**src/hdl/pidsat_pkg.sv**
```systemverilog
`default_nettype none
package pidsat_pkg;

	localparam int CFG_W   = 24;
	localparam int IDX_W   = 3;
	localparam int DATA_W  = 16;
	localparam int GAIN_W  = 24;
	localparam int ERR_W   = 17;
	localparam int DIFF_W  = 18;
	localparam int DERIV_W = 34;
	localparam int SUM_W   = 48;
	localparam int MUL_A_W = 35;
	localparam int MUL_B_W = 24;
	localparam int PROD_W  = MUL_A_W + MUL_B_W;
	localparam int ACC_W   = 76;
	localparam int STEP_W  = 3;

	// register indexes
	localparam logic [IDX_W-1:0] REG_GAIN_PROP  = 3'd0;
	localparam logic [IDX_W-1:0] REG_GAIN_INTEG = 3'd1;
	localparam logic [IDX_W-1:0] REG_GAIN_DERIV = 3'd2;
	localparam logic [IDX_W-1:0] REG_PERIOD     = 3'd3;
	localparam logic [IDX_W-1:0] REG_RECIP      = 3'd4;
	localparam logic [IDX_W-1:0] REG_SETPOINT   = 3'd5;
	localparam logic [IDX_W-1:0] REG_CLAMP_LOW  = 3'd6;
	localparam logic [IDX_W-1:0] REG_CLAMP_HIGH = 3'd7;

	// multiplier operand selects
	localparam logic [2:0] A_ERR   = 3'd0;
	localparam logic [2:0] A_DIFF  = 3'd1;
	localparam logic [2:0] A_DERIV = 3'd2;
	localparam logic [2:0] A_IH    = 3'd3;
	localparam logic [2:0] A_IL    = 3'd4;

	localparam logic [2:0] B_PERIOD = 3'd0;
	localparam logic [2:0] B_RECIP  = 3'd1;
	localparam logic [2:0] B_GP     = 3'd2;
	localparam logic [2:0] B_GI     = 3'd3;
	localparam logic [2:0] B_GD     = 3'd4;

	// accumulator ops
	localparam logic [1:0] ACC_HOLD  = 2'd0;
	localparam logic [1:0] ACC_CLR   = 2'd1;
	localparam logic [1:0] ACC_ADD16 = 2'd2;
	localparam logic [1:0] ACC_ADD0  = 2'd3;

	// sequencing
	localparam logic SEQ_NEXT = 1'b0;
	localparam logic SEQ_END  = 1'b1;

	typedef struct packed {
		logic [2:0] a_sel;
		logic [2:0] b_sel;
		logic [1:0] acc_op;
		logic       wr_sum;
		logic       wr_deriv;
		logic       seq_op;
	} ctrl_word_t;

	// microprogram: product issued in one step is consumed in the next
	function automatic ctrl_word_t ucode(input logic [STEP_W-1:0] step);
		ctrl_word_t cw;
		cw = '{a_sel: A_ERR, b_sel: B_PERIOD, acc_op: ACC_HOLD,
			wr_sum: 1'b0, wr_deriv: 1'b0, seq_op: SEQ_NEXT};
		case (step)
			3'd0: begin
				cw.a_sel = A_ERR;   cw.b_sel = B_PERIOD; cw.acc_op = ACC_CLR;
			end
			3'd1: begin
				cw.a_sel = A_DIFF;  cw.b_sel = B_RECIP;  cw.wr_sum = 1'b1;
			end
			3'd2: begin
				cw.a_sel = A_ERR;   cw.b_sel = B_GP;     cw.wr_deriv = 1'b1;
			end
			3'd3: begin
				cw.a_sel = A_DERIV; cw.b_sel = B_GD;     cw.acc_op = ACC_ADD16;
			end
			3'd4: begin
				cw.a_sel = A_IH;    cw.b_sel = B_GI;     cw.acc_op = ACC_ADD16;
			end
			3'd5: begin
				cw.a_sel = A_IL;    cw.b_sel = B_GI;     cw.acc_op = ACC_ADD16;
			end
			3'd6: begin
				cw.acc_op = ACC_ADD0;
			end
			3'd7: begin
				cw.seq_op = SEQ_END;
			end
			default: begin
				cw.seq_op = SEQ_END;
			end
		endcase
		return cw;
	endfunction

endpackage
`default_nettype wire

```
**src/hdl/pid_controller_saturated_core.sv**
```systemverilog
// each request runs the 8-step microprogram in order, step 0 through step 7,
// and the microprogram shares one 35x24 multiplier; the result register loads in the last step,
// and the last step holds while the result register is full
// a new request is taken in the last step of the previous one
// reset (async, active low): registers to defaults, integral and last error to zero
`default_nettype none
module pid_controller_saturated_core (
	input  wire logic                           clk,
	input  wire logic                           arst_n,
	input  wire logic                           cfg_wr_en,
	input  wire logic [pidsat_pkg::IDX_W-1:0]   cfg_index,
	input  wire logic [pidsat_pkg::CFG_W-1:0]   cfg_data,
	input  wire logic                           in_valid,
	output logic                                in_ready,
	input  wire logic signed [pidsat_pkg::DATA_W-1:0] feedback,
	output logic                                out_valid,
	input  wire logic                           out_ready,
	output logic signed [pidsat_pkg::DATA_W-1:0] drive,
	output logic                                clamped
);
	import pidsat_pkg::*;

	logic signed [GAIN_W-1:0] gain_prop_q, gain_integ_q, gain_deriv_q;
	logic [DATA_W-1:0]        period_q, recip_q;
	logic signed [DATA_W-1:0] setpoint_q, clamp_low_q, clamp_high_q;

	logic signed [DATA_W-1:0] fb_q;
	logic signed [SUM_W-1:0]  error_sum_q;
	logic signed [ERR_W-1:0]  last_error_q;
	logic signed [DERIV_W-1:0] deriv_q;
	logic signed [PROD_W-1:0] prod_q;
	logic signed [ACC_W-1:0]  acc_q;
	logic                     busy_q;
	logic [STEP_W-1:0]        step_q;
	logic                     out_valid_q;
	logic signed [DATA_W-1:0] drive_q;
	logic                     clamped_q;

	ctrl_word_t               cw;
	logic signed [ERR_W-1:0]  err_w;
	logic signed [DIFF_W-1:0] diff_w;
	logic signed [MUL_A_W-1:0] mul_a;
	logic signed [MUL_B_W-1:0] mul_b;
	logic signed [PROD_W-1:0] prod_w;
	logic signed [SUM_W:0]    sum_ext;
	logic signed [SUM_W-1:0]  sum_sat;
	logic signed [ACC_W-ACC_W+SUM_W-1:0] val_w;
	logic signed [SUM_W-1:0]  lim_high, lim_low;
	logic signed [DATA_W-1:0] drive_w;
	logic                     clamped_w;
	logic                     out_free, fin_w, in_acc;

	assign cw = ucode(step_q);

	assign err_w  = ERR_W'(setpoint_q) - ERR_W'(fb_q);
	assign diff_w = DIFF_W'(err_w) - DIFF_W'(last_error_q);

	always_comb begin
		case (cw.a_sel)
			A_ERR:   mul_a = MUL_A_W'(err_w);
			A_DIFF:  mul_a = MUL_A_W'(diff_w);
			A_DERIV: mul_a = MUL_A_W'(deriv_q);
			A_IH:    mul_a = MUL_A_W'($signed(error_sum_q[SUM_W-1:16]));
			A_IL:    mul_a = $signed({{(MUL_A_W-16){1'b0}}, error_sum_q[15:0]});
			default: mul_a = '0;
		endcase
		case (cw.b_sel)
			B_PERIOD: mul_b = $signed({{(MUL_B_W-DATA_W){1'b0}}, period_q});
			B_RECIP:  mul_b = $signed({{(MUL_B_W-DATA_W){1'b0}}, recip_q});
			B_GP:     mul_b = gain_prop_q;
			B_GI:     mul_b = gain_integ_q;
			B_GD:     mul_b = gain_deriv_q;
			default:  mul_b = '0;
		endcase
	end

	assign prod_w = mul_a * mul_b;

	// integral update with saturation at the 48-bit range
	always_comb begin
		sum_ext = (SUM_W+1)'(error_sum_q) +
			(SUM_W+1)'($signed(prod_q[ERR_W+DATA_W-1:0]));
		if (sum_ext[SUM_W] != sum_ext[SUM_W-1])
			sum_sat = sum_ext[SUM_W] ? {1'b1, {(SUM_W-1){1'b0}}} : {1'b0, {(SUM_W-1){1'b1}}};
		else
			sum_sat = sum_ext[SUM_W-1:0];
	end

	// acc holds the Q.28 total, truncate toward zero then clamp, high test first
	always_comb begin
		val_w = acc_q[ACC_W-1:28];
		if (acc_q[ACC_W-1] && (|acc_q[27:0]))
			val_w = val_w + SUM_W'(1);
		lim_high  = SUM_W'(clamp_high_q);
		lim_low   = SUM_W'(clamp_low_q);
		clamped_w = 1'b1;
		if (val_w > lim_high)
			drive_w = clamp_high_q;
		else if (val_w < lim_low)
			drive_w = clamp_low_q;
		else begin
			drive_w   = val_w[DATA_W-1:0];
			clamped_w = 1'b0;
		end
	end

	assign out_free = !out_valid_q || out_ready;
	assign fin_w    = busy_q && (cw.seq_op == SEQ_END) && out_free;
	assign in_ready = !busy_q || fin_w;
	assign in_acc   = in_valid && in_ready;

	always_ff @(posedge clk or negedge arst_n) begin
		if (!arst_n) begin
			gain_prop_q  <= '0;
			gain_integ_q <= '0;
			gain_deriv_q <= '0;
			period_q     <= '1;
			recip_q      <= DATA_W'(1);
			setpoint_q   <= '0;
			clamp_low_q  <= {1'b1, {(DATA_W-1){1'b0}}};
			clamp_high_q <= {1'b0, {(DATA_W-1){1'b1}}};
		end else if (cfg_wr_en) begin
			case (cfg_index)
				REG_GAIN_PROP:  gain_prop_q  <= cfg_data;
				REG_GAIN_INTEG: gain_integ_q <= cfg_data;
				REG_GAIN_DERIV: gain_deriv_q <= cfg_data;
				REG_PERIOD:     period_q     <= cfg_data[DATA_W-1:0];
				REG_RECIP:      recip_q      <= cfg_data[DATA_W-1:0];
				REG_SETPOINT:   setpoint_q   <= cfg_data[DATA_W-1:0];
				REG_CLAMP_LOW:  clamp_low_q  <= cfg_data[DATA_W-1:0];
				REG_CLAMP_HIGH: clamp_high_q <= cfg_data[DATA_W-1:0];
				default: ;
			endcase
		end
	end

	// sequencer
	always_ff @(posedge clk or negedge arst_n) begin
		if (!arst_n) begin
			busy_q <= 1'b0;
			step_q <= '0;
		end else if (in_acc) begin
			busy_q <= 1'b1;
			step_q <= '0;
		end else if (busy_q) begin
			if (cw.seq_op == SEQ_NEXT)
				step_q <= step_q + STEP_W'(1);
			else if (fin_w)
				busy_q <= 1'b0;
		end
	end

	// datapath state
	always_ff @(posedge clk or negedge arst_n) begin
		if (!arst_n) begin
			error_sum_q  <= '0;
			last_error_q <= '0;
		end else begin
			if (busy_q && cw.wr_sum)
				error_sum_q <= sum_sat;
			if (fin_w)
				last_error_q <= err_w;
		end
	end

	always_ff @(posedge clk) begin
		if (in_acc)
			fb_q <= feedback;
		prod_q <= prod_w;
		if (busy_q && cw.wr_deriv)
			deriv_q <= prod_q[DERIV_W-1:0];
		if (busy_q) begin
			case (cw.acc_op)
				ACC_CLR:   acc_q <= '0;
				ACC_ADD16: acc_q <= acc_q + $signed({prod_q[PROD_W-1], prod_q, 16'b0});
				ACC_ADD0:  acc_q <= acc_q + ACC_W'(prod_q);
				default:   acc_q <= acc_q;
			endcase
		end
	end

	// result register
	always_ff @(posedge clk or negedge arst_n) begin
		if (!arst_n)
			out_valid_q <= 1'b0;
		else if (fin_w)
			out_valid_q <= 1'b1;
		else if (out_ready)
			out_valid_q <= 1'b0;
	end

	always_ff @(posedge clk) begin
		if (fin_w) begin
			drive_q   <= drive_w;
			clamped_q <= clamped_w;
		end
	end

	assign out_valid = out_valid_q;
	assign drive     = drive_q;
	assign clamped   = clamped_q;

endmodule
`default_nettype wire

```
**config.mk**
```make
export PLATFORM = sky130hd
export DESIGN_NAME = pid_controller_saturated_core
export DESIGN_NICKNAME = d
export VERILOG_FILES = /design/src/hdl/pidsat_pkg.sv /design/src/hdl/pid_controller_saturated_core.sv
export SDC_FILE = /design/constraint.sdc
export NUM_CORES = 2
export LEC_CHECK = 0
export BUFFER_PORTS_ARGS = -buffer_cell sky130_fd_sc_hd__buf_2
export CORE_UTILIZATION = 61
export CTS_BUF_LIST = sky130_fd_sc_hd__clkbuf_2
export DETAILED_ROUTE_END_ITERATION = 7
export PLACE_DENSITY = 0.77
export SETUP_SLACK_MARGIN = 0.02
export SKIP_LAST_GASP = 1
export SYNTH_ARGS = -nofsm -noshare
export SYNTH_HDL_FRONTEND = slang
export SYNTH_SLANG_ARGS = --single-unit
```
**constraint.sdc**
```tcl
create_clock -name clk -period 19.45 [get_ports clk]
set_clock_uncertainty 0.2 [all_clocks]
set_input_delay 5.835 -clock clk [delete_from_list [all_inputs] [get_ports clk]]
set_output_delay 5.835 -clock clk [all_outputs]
set_load 0.02 [all_outputs]
```
==> results.md <==
* Initial antenna violation count at 8
* Ratio of cells with drive above 1 in the final layout at 0.09437
* Status: finished, final reports clean
* Avg Inst Size Synth at approximately 9.1 um^2
* EDFF count, synth at between 100 and 150
* DRT Pass-1 Iters at 6
* Via count at around 50000
* Iter 0 DRT Violations at 4777
* CTS clock-pin slew for the worst setup and hold paths at around 0.10 ns
* Final worst path period share at 0.6788
* Final ANT Viol Nets at 0
* Max cap viols at 0
* Resize count post-CTS at 0
* Final Hold Viols at 0
* Arrival time worst endpoint at around 14 ns
* Distinct cells, synth at 96
* Netlist Area Pre-Place at between 50000 and 60000 um^2
* Final setup viols at 0
* Seq/Total Area, Yosys at 0.1847
* Worst-margin pin slew at 1.331 ns
* Post-CTS Setup Inserts at 0
* # rows at between 100 and 150
* Min Tclk post-route at ~13 ns
* Required @ worst endpoint at about 20 ns
* Slew HR at 0.1129
* GRT overflow at 0
* Root Driver: clkbuf_2
* Clock Sink Count at roughly 420
* CTS hold repair buffers at 0
* Io pins at 67
* Top cells by instance count after synthesis: inv_1 (1082), fa_1 (839), nand2_1 (779)
* FF-to-FF Start: setpoint_q[0]
* CTS tree: built
* CP Max Fanout at 34
* Number of synthesized register bits at between 400 and 500
* CP endpoint kind: flop
* Number of global-route vias before repair at approximately 51000
* Layout Nets at around 7900
* Area Growth Syn to Fin at 4.716%
* Setup slack, reg-to-reg at 6.25 ns
* CP Class: flop to flop
* Port Buffers at between 60 and 70
* Synth Flop Type: dfrtp_1
* Slew Viols, Final at 0
* Core Region at 96990 um^2
* Synth Warn # at 0
* Post-synth top area cell: fa_1
* CP endpoint: prod_q[57]
* Crit path from: setpoint_q[0]
* First-pass GRT wire length at approximately 290000 um
* DR WL/cell at 23.01 um
* Top cell by count, worst path: inv_1
* Die Ht at 315.5 um
* Die area at approximately 100000 um^2
* CP max stage delay at 0.84 ns
* Startpoint Class: flop
* Fmax at around 0.076 GHz
* Share of the synthesized area in the top cell type at 0.2801
* FF-to-FF End: prod_q[57]
* Fillers at approximately 8000
* Worst R2R Path Depth at 47
* Syn_nets at between 7000 and 8000
* Die width at 315.5 um
* Asr flop ratio synth at 0.5236
* Most frequent cell after synthesis: inv_1
* Placed wire-length estimate at around 140000 um
* Worst-case clock buffer depth at 3
* HP Class: flop to flop
* Synth top area cells: fa_1 (28%), ha_1 (9.8%), dfrtp_1 (7.9%)
* All-Layer GR Usage at 0.3782
* Largest net degree at the start of global routing at roughly 90
* Htree depth at 3
* Final WL at about 180000 um
* Synth Instances at roughly 6600
* GP Congestion at 1.011
* Vias/cell at around 6.2
* RSZ-0062 raised after global routing: no
* Setup TNS at 0 ns
* Critical-path top delay cell: a221o_1
* Skew-Pair Late Insertion Delay at approximately 1.2 ns
* Initial core utilization at 0.6182
* DRC violations left at 0
* CTS Buf Count at between 100 and 150
-- per-stage QoR --
stage / util / hold WS [ns] / worst slack, ns / std cells / area (um^2)
global route: 0.6472 / 0.3318 / 5.619 / 7944 / 62770
detailed placement: 0.6363 / 0.2948 / 6.653 / 7744 / 61710
CTS: 0.6471 / 0.3162 / 6.424 / 7941 / 62770
floorplan: - / 0.2432 / 7.107 / 6575 / 59960
global placement: 0.6363 / 0.2712 / 6.711 / 7744 / 61710
finish: 0.6473 / 0.3092 / 6.247 / 7948 / 62780
-- area by class of cell --
| cell class | instances | area [um^2] | share of cell area |
|---|---|---|---|
| diodes | 7 | 17.52 | 0.0002790 |
| clock buffers | 160 | 800.8 | 0.01275 |
| clock inverters | 37 | 252.7 | 0.004026 |
| inverters | 1083 | 4065 | 0.06475 |
| multi-input cells | 4800 | 43930 | 0.6996 |
| flip-flops and latches | 424 | 11070 | 0.1763 |
| well taps | 1276 | 1597 | 0.02543 |
| repair buffers | 161 | 1054 | 0.01678 |
-- flip-flops by register name, indices dropped and copies added, names as in the netlist, 17 cells and up --
register      flops
gain_integ_q     24
prod_q           59
error_sum_q      48
acc_q            76
gain_prop_q      24
last_error_q     17
deriv_q          34
gain_deriv_q     24
-- cell usage in the layout, fill, tap and decap left out, types with 143 or more instances in the layout --
master,instances
dfrtp_1,189
mux2_2,156
xnor2_1,183
a21oi_1,321
nand2_1,777
clkbuf_2,160
ha_1,470
edfxtp_1,143
inv_1,1082
o21ai_0,214
fa_1,839
nor2_1,420
a21o_1,160
-- per-layer routing --
metal / global-route usage / part of all wire / vias to the layer above / wire length, um
li1: - / - / 21820 / -
met1: 0.5079 / 0.39 / 24340 / 70440
met2: 0.5839 / 0.45 / 2773 / 81660
met3: 0.08087 / 0.11 / 534 / 20710
met4: 0.1854 / 0.055 / 0 / 10100
met5: 0 / 0 / - / 0
-- worst min-delay path by stage --
stage                    startpoint              end  slack, ns  cells after the start
floorplan                prod_q[33]      deriv_q[33]       0.24                      0
global placement    last_error_q[3]  last_error_q[3]       0.27                      2
detailed placement  last_error_q[3]  last_error_q[3]       0.29                      2
CTS                       prod_q[0]       deriv_q[0]       0.32                      0
global route             recip_q[3]       recip_q[3]       0.33                      1
finish              last_error_q[3]  last_error_q[3]       0.31                      2
-- worst max-delay path: cells and delay by family (launching register included) --
kind,cells,cell delay (ns)
compound gates,16,4.28
xor+xnor,2,0.43
fa+ha+maj,11,4.91
buf+inv,10,0.87
flops,1,0.40
simple gates,8,1.83
-- cell families after synthesis --
group	Yosys count	share of synthesized area
DFF	424	0.1847
and+or+nand+nor	1725	0.1283
adders and majority gates	1326	0.3813
xor gates and xnor gates	294	0.04295
AOI/OAI and AO/OA	1243	0.1385
muxes	212	0.03871
buffers and inverters	1351	0.08558
Power is not shown: default switching activity piles up to over one toggle a cycle in this logic, so the estimate is an artifact.
